--- src/rtl/core/hbvt_ram.sv ---
// Generic simple dual-port RAM: one write port, one registered read port.
// No dependencies.
module hbvt_ram #(
   parameter int WIDTH = 32,
   parameter int DEPTH = 64
) (
   input  logic                     clock,
   input  logic                     wr_en,
   input  logic [$clog2(DEPTH)-1:0] wr_addr,
   input  logic [WIDTH-1:0]         wr_data,
   input  logic [$clog2(DEPTH)-1:0] rd_addr,
   output logic [WIDTH-1:0]         rd_data
);

   logic [WIDTH-1:0] mem_ff [DEPTH];

   always_ff @(posedge clock) begin
      if (wr_en) begin
         mem_ff[wr_addr] <= wr_data;
      end
      rd_data <= mem_ff[rd_addr];
   end

endmodule

--- config.mk ---
export PLATFORM = sky130hd
export DESIGN_NAME = hbvt_ram
export DESIGN_NICKNAME = d
export VERILOG_FILES = /design/src/rtl/core/hbvt_ram.sv
export SDC_FILE = /design/constraint.sdc
export NUM_CORES = 2
export LEC_CHECK = 0
export BUFFER_PORTS_ARGS = -buffer_cell sky130_fd_sc_hd__buf_4
export CAP_MARGIN = 20
export CORE_MARGIN = 10
export CORE_UTILIZATION = 40
export CTS_CLUSTER_SIZE = 12
export DETAILED_ROUTE_END_ITERATION = 7
export GPL_TIMING_DRIVEN = 0
export SYNTH_ARGS = -nofsm -noshare
export SYNTH_HDL_FRONTEND = slang
export SYNTH_SLANG_ARGS = --single-unit
--- constraint.sdc ---
create_clock -name clock -period 8.15 [get_ports clock]
set_clock_uncertainty 0.1 [all_clocks]
set_input_delay 0.815 -clock clock [delete_from_list [all_inputs] [get_ports clock]]
set_output_delay 0.815 -clock clock [all_outputs]
set_load 0.02 [all_outputs]
### Yosys cells after proc, flatten, opt, wreduce, memory -nomap -nowiden

Memory sizes are Yosys's and may differ from the RTL's. A register that Yosys moved wholly into a read port is not among the register bits.
Index checks and enable logic that the tools add are counted.

* flip-flop bits (word level): 0
* output and inout bits: 32
* bits in writable memories: 2048
* memories: 1
* word-level logic and storage cells: 3

* muxes and demuxes: 2

Memories
* mem_ff: words 64, bits a word 32, read ports 1, clocked after Yosys merged registers in 1, write ports 1, RTL line 15 `logic [WIDTH-1:0] mem_ff [DEPTH];`

Operators with widths (count)
* 1-bit two-way mux: 2

### Logic depth before layout (Yosys ltp)

* depth in word-level cells: 2
* gate-level depth with buffers: 10

### Worst setup path after synthesis

Ideal clock, no wire load.

* path type: input to register
* start: in wr_addr[3]
* end: mem mem_ff[48][0] (enable)
* required time: 7.589 ns
* library setup time: 0.461 ns
* path slack: 4.075 ns
* stages on the path: 4
* arrival: 3.514 ns
* buffers on the path: 1
* cell sequence: clkbuf_1 nor2b_1 nand4b_1 nor3_1

RTL lines
* from (decl): RTL line 9 `input logic [$clog2(DEPTH)-1:0] wr_addr,`
* to (decl): RTL line 15

No word-level cell before the write port.

==> reports/qor_table.md <==
| Result | Reported | Unit |
| --- | --- | --- |
| Chip Height | 463 | um |
| Highest clock frequency the design can meet | 0.232 | GHz |
| Max Buffers Root-to-Sink | 3 | - |
| Reg2Reg Depth | 5 | - |
| Post-synth ARST share | 0 | % |
| Routability Congestion | 0.842 | - |
| Die Outline Area | 0.214 | mm2 |
| Fill cells | 15,800 | - |
| Internal reg-to-reg setup slack | 5.35 | ns |
| Most Frequent Cell on Critical Path | sky130_fd_sc_hd__buf_2 | - |
| Syn. warnings | 0 | - |
| End point of the critical path | rd_data[13]$_DFF_P_ | - |
| Deepest level of the CTS H-tree | 4 | - |
| Antenna viol nets, final | 0 | - |
| Overflow after GRT | 0 | - |
| End of the worst register-to-register path | rd_data[13]$_DFF_P_ | - |
| Part of the Yosys area used for sequential elements | 79.1 | % |
| Post-CTS Hold Buffers | 0 | - |
| Number of global-route vias before repair | 38,900 | - |
| Commonest register cell after synthesis | sky130_fd_sc_hd__edfxtp_1 | - |
| Peak supply drop | 0.000201 | V |
| Via count of the routed design | 39,500 | - |
| Initial antenna violation count | 13 | - |
| Critical-path cell with the highest stage delay | sky130_fd_sc_hd__a21oi_1 | - |
| Fin Setup TNS | 0 | ns |
| Worst setup EP type | flop | - |
| HPWL reported at the end of detailed placement | 162,000 | um |
| Status | complete, no violations | - |
| Worst flop-to-flop path startpoint | mem_ff[50][13]$_DFFE_PP_ | - |
| Total track usage | 22.5 | % |
| Number of endpoints failing setup at the final stage | 0 | - |
| Crit-path max cell delay | 0.81 | ns |
| Data required time at the worst endpoint | 8.70 | ns |
| Post-detailed-route via-to-cell ratio | 6.09 | - |
| Worst Max-Slew Pin Slew | 1.26 | ns |
| Most common cell after layout, fill and taps aside | sky130_fd_sc_hd__edfxtp_1 | - |
| Ratio of final minimum period to clock period | 52.8 | % |
| Sequential cell area | 0.0621 | mm2 |
| CTS clock-pin slew for the worst setup and hold paths | 0.06 | ns |
| Minimum period implied by the final worst setup slack | 4.31 | ns |
| Core box area | 0.195 | mm2 |
| Maximum fanout along the worst path | 10 | - |
| Leakage power | 28.3 | nW |
| Most frequent cells in the layout | sky130_fd_sc_hd__edfxtp_1, sky130_fd_sc_hd__mux4_2, sky130_fd_sc_hd__clkbuf_16 | - |
| Multi-input logic area | 0.0160 | mm2 |
| Number of buffers added on ports | 69 | - |
| WL per Instance | 37.8 | um |
| Type of the worst setup path | input pin to flop | - |
| Max-cap violations | 0 | - |
| Total clock buffers created by CTS | 207 | - |
| Number of flip-flops and latches in the synthesized netlist | 2,080 | - |
| P&R area growth vs syn | 16.6 | % |
| Nets | 3,768 | - |
| Routed WL | 245,000 | um |
| Syn_nets | 3,370 | - |
| Wire length of the first global-routing pass | 334,000 | um |
| Count of unique library cells instantiated by Yosys | 34 | - |
| P per Cell Area | 242 | mW/mm2 |
| Startpoint kind of the worst setup timing path | input pin | - |
| Initial core utilization | 40.3 | % |
| Core Rows | 162 | - |
| Largest net degree at the start of global routing | 65 | - |
| Number of top-level pins | 78 | - |
| Synth Cell Area | 0.0785 | mm2 |
| Worst min-delay path category | input pin to flop | - |
| CTS-repair resized insts | 0 | - |
| Layout cell share with drive strength beyond 1 | 29.5 | % |
| Horiz. Die Dim | 463 | um |
| Detailed-route DRC error count | 0 | - |
| First-pass iteration count of the detailed router | 6 | - |
| Iteration-0 DRC Markers | 6,848 | - |
| Arrival time of the worst setup path | 4.86 | ns |
| Worst setup path startpoint | rd_addr[1] | - |
| Post-synth EDFFs | 2,048 | - |
| Cell-by-cell listing of the critical path | buf_2 > buf_2 > buf_2 > clkbuf_1 > mux4_2 > o22ai_1 > nor2_1 > a21oi_1 > nor2_1 | - |
| Clock Latency Late Sink | 0.87 | ns |
| Final Util | 47.0 | % |
| Clock Sinks | 2,080 | - |
| Root buffer cell | sky130_fd_sc_hd__clkbuf_16 | - |
| Synthesized instance count | 3,324 | - |
| Final-report hold violation count | 0 | - |
| Final-report max-slew violation count | 0 | - |
| Clock tree from TritonCTS | done | - |
| Worst slew margin | 15.8 | % |
| RSZ-0062 raised after global routing | no | - |
| Count of buffers added by post-CTS timing repair for setup | 0 | - |
| Mean post-synth cell area | 23.6 | um2 |
## worst max-delay path, delay by kind of cell
kind	cells	cell delay (ns)
compound gates	2	1.12
buf+inv	4	1.95
mux	1	0.41
simple gates	2	0.52
## synth_stat cells, types with 7 or more instances
| library cell | n | area [um2] |
|---|---|---|
| sky130_fd_sc_hd__dfxtp_1 | 32 | 641 |
| sky130_fd_sc_hd__a21oi_1 | 62 | 310 |
| sky130_fd_sc_hd__clkbuf_1 | 74 | 278 |
| sky130_fd_sc_hd__nand2_1 | 26 | 97.6 |
| sky130_fd_sc_hd__nand2b_1 | 8 | 50.1 |
| sky130_fd_sc_hd__buf_2 | 57 | 285 |
| sky130_fd_sc_hd__mux2i_1 | 93 | 931 |
| sky130_fd_sc_hd__nor3_1 | 7 | 35.0 |
| sky130_fd_sc_hd__a22oi_1 | 12 | 90.1 |
| sky130_fd_sc_hd__o221ai_1 | 27 | 236 |
| sky130_fd_sc_hd__buf_4 | 25 | 188 |
| sky130_fd_sc_hd__nor2b_1 | 15 | 93.8 |
| sky130_fd_sc_hd__o22ai_1 | 84 | 526 |
| sky130_fd_sc_hd__buf_1 | 21 | 78.8 |
| sky130_fd_sc_hd__edfxtp_1 | 2048 | 61500 |
| sky130_fd_sc_hd__a311oi_1 | 8 | 70.1 |
| sky130_fd_sc_hd__nor2_1 | 137 | 514 |
| sky130_fd_sc_hd__mux4_2 | 544 | 12300 |
## report_power, final
part,leakage (nW),switching [W],internal [W]
Clock,3.01,0.00399,0.00499
Combinational,6.56,0.000863,0.000429
Sequential,18.7,0.0000234,0.0118
## routing by layer
layer / GRT usage, % / routed length (um)
met2: 36.4 / 118000
met3: 4.60 / 25100
met1: 30.1 / 91300
met4: 8.49 / 10500
met5: 0 / 0
## layout make-up
type,count,share of cell area (%)
Antenna cell,7,0.0191
Multi-Input combinational cell,1062,17.4
Clock buffer,279,6.05
Timing Repair Buffer,189,3.32
Sequential cell,2080,67.9
Tap cell,2624,3.59
Buffer,182,0.973
Clock inverter,69,0.745
## through the flow
step	total power, W	std cells	instance area (um2)	setup slack (ns)	hold WS (ns)
2_1_floorplan	0.0127	3324	78500	4.08	0.563
3_3_place_gp	0.0133	6017	82300	0.229	0.736
3_5_place_dp	0.0134	6134	85300	2.66	0.749
4_1_cts	0.0222	6482	91500	3.55	0.381
5_1_grt	0.0227	6486	91500	3.88	0.425
6_report	0.0221	6492	91600	3.85	0.411
## cell families after synthesis
| logic type | Yosys count | share of synthesized area, % |
|---|---|---|
| buf+inv | 182 | 1.13 |
| flops | 2080 | 79.1 |
| mux | 637 | 16.8 |
| compound gates | 202 | 1.67 |
| simple gates | 223 | 1.27 |
## registers in the layout (all words and copies together), names as in the netlist
| name | count |
|---|---|
| mem_ff | 2048 |
| rd_data | 32 |
## worst min path at each step
stage,end,slack [ns],cells past startpoint,start
6_report,mem_ff[46][4]$_DFFE_PP_,0.41,1,wr_data[4]
4_1_cts,mem_ff[34][4]$_DFFE_PP_,0.38,1,wr_data[4]
3_3_place_gp,rd_data[20]$_DFF_P_,0.74,4,mem_ff[12][20]$_DFFE_PP_
5_1_grt,mem_ff[40][4]$_DFFE_PP_,0.43,1,wr_data[4]
2_1_floorplan,rd_data[17]$_DFF_P_,0.56,4,mem_ff[12][17]$_DFFE_PP_
3_5_place_dp,rd_data[20]$_DFF_P_,0.75,4,mem_ff[12][20]$_DFFE_PP_
Note: power is estimated with default switching activity, not from simulation.
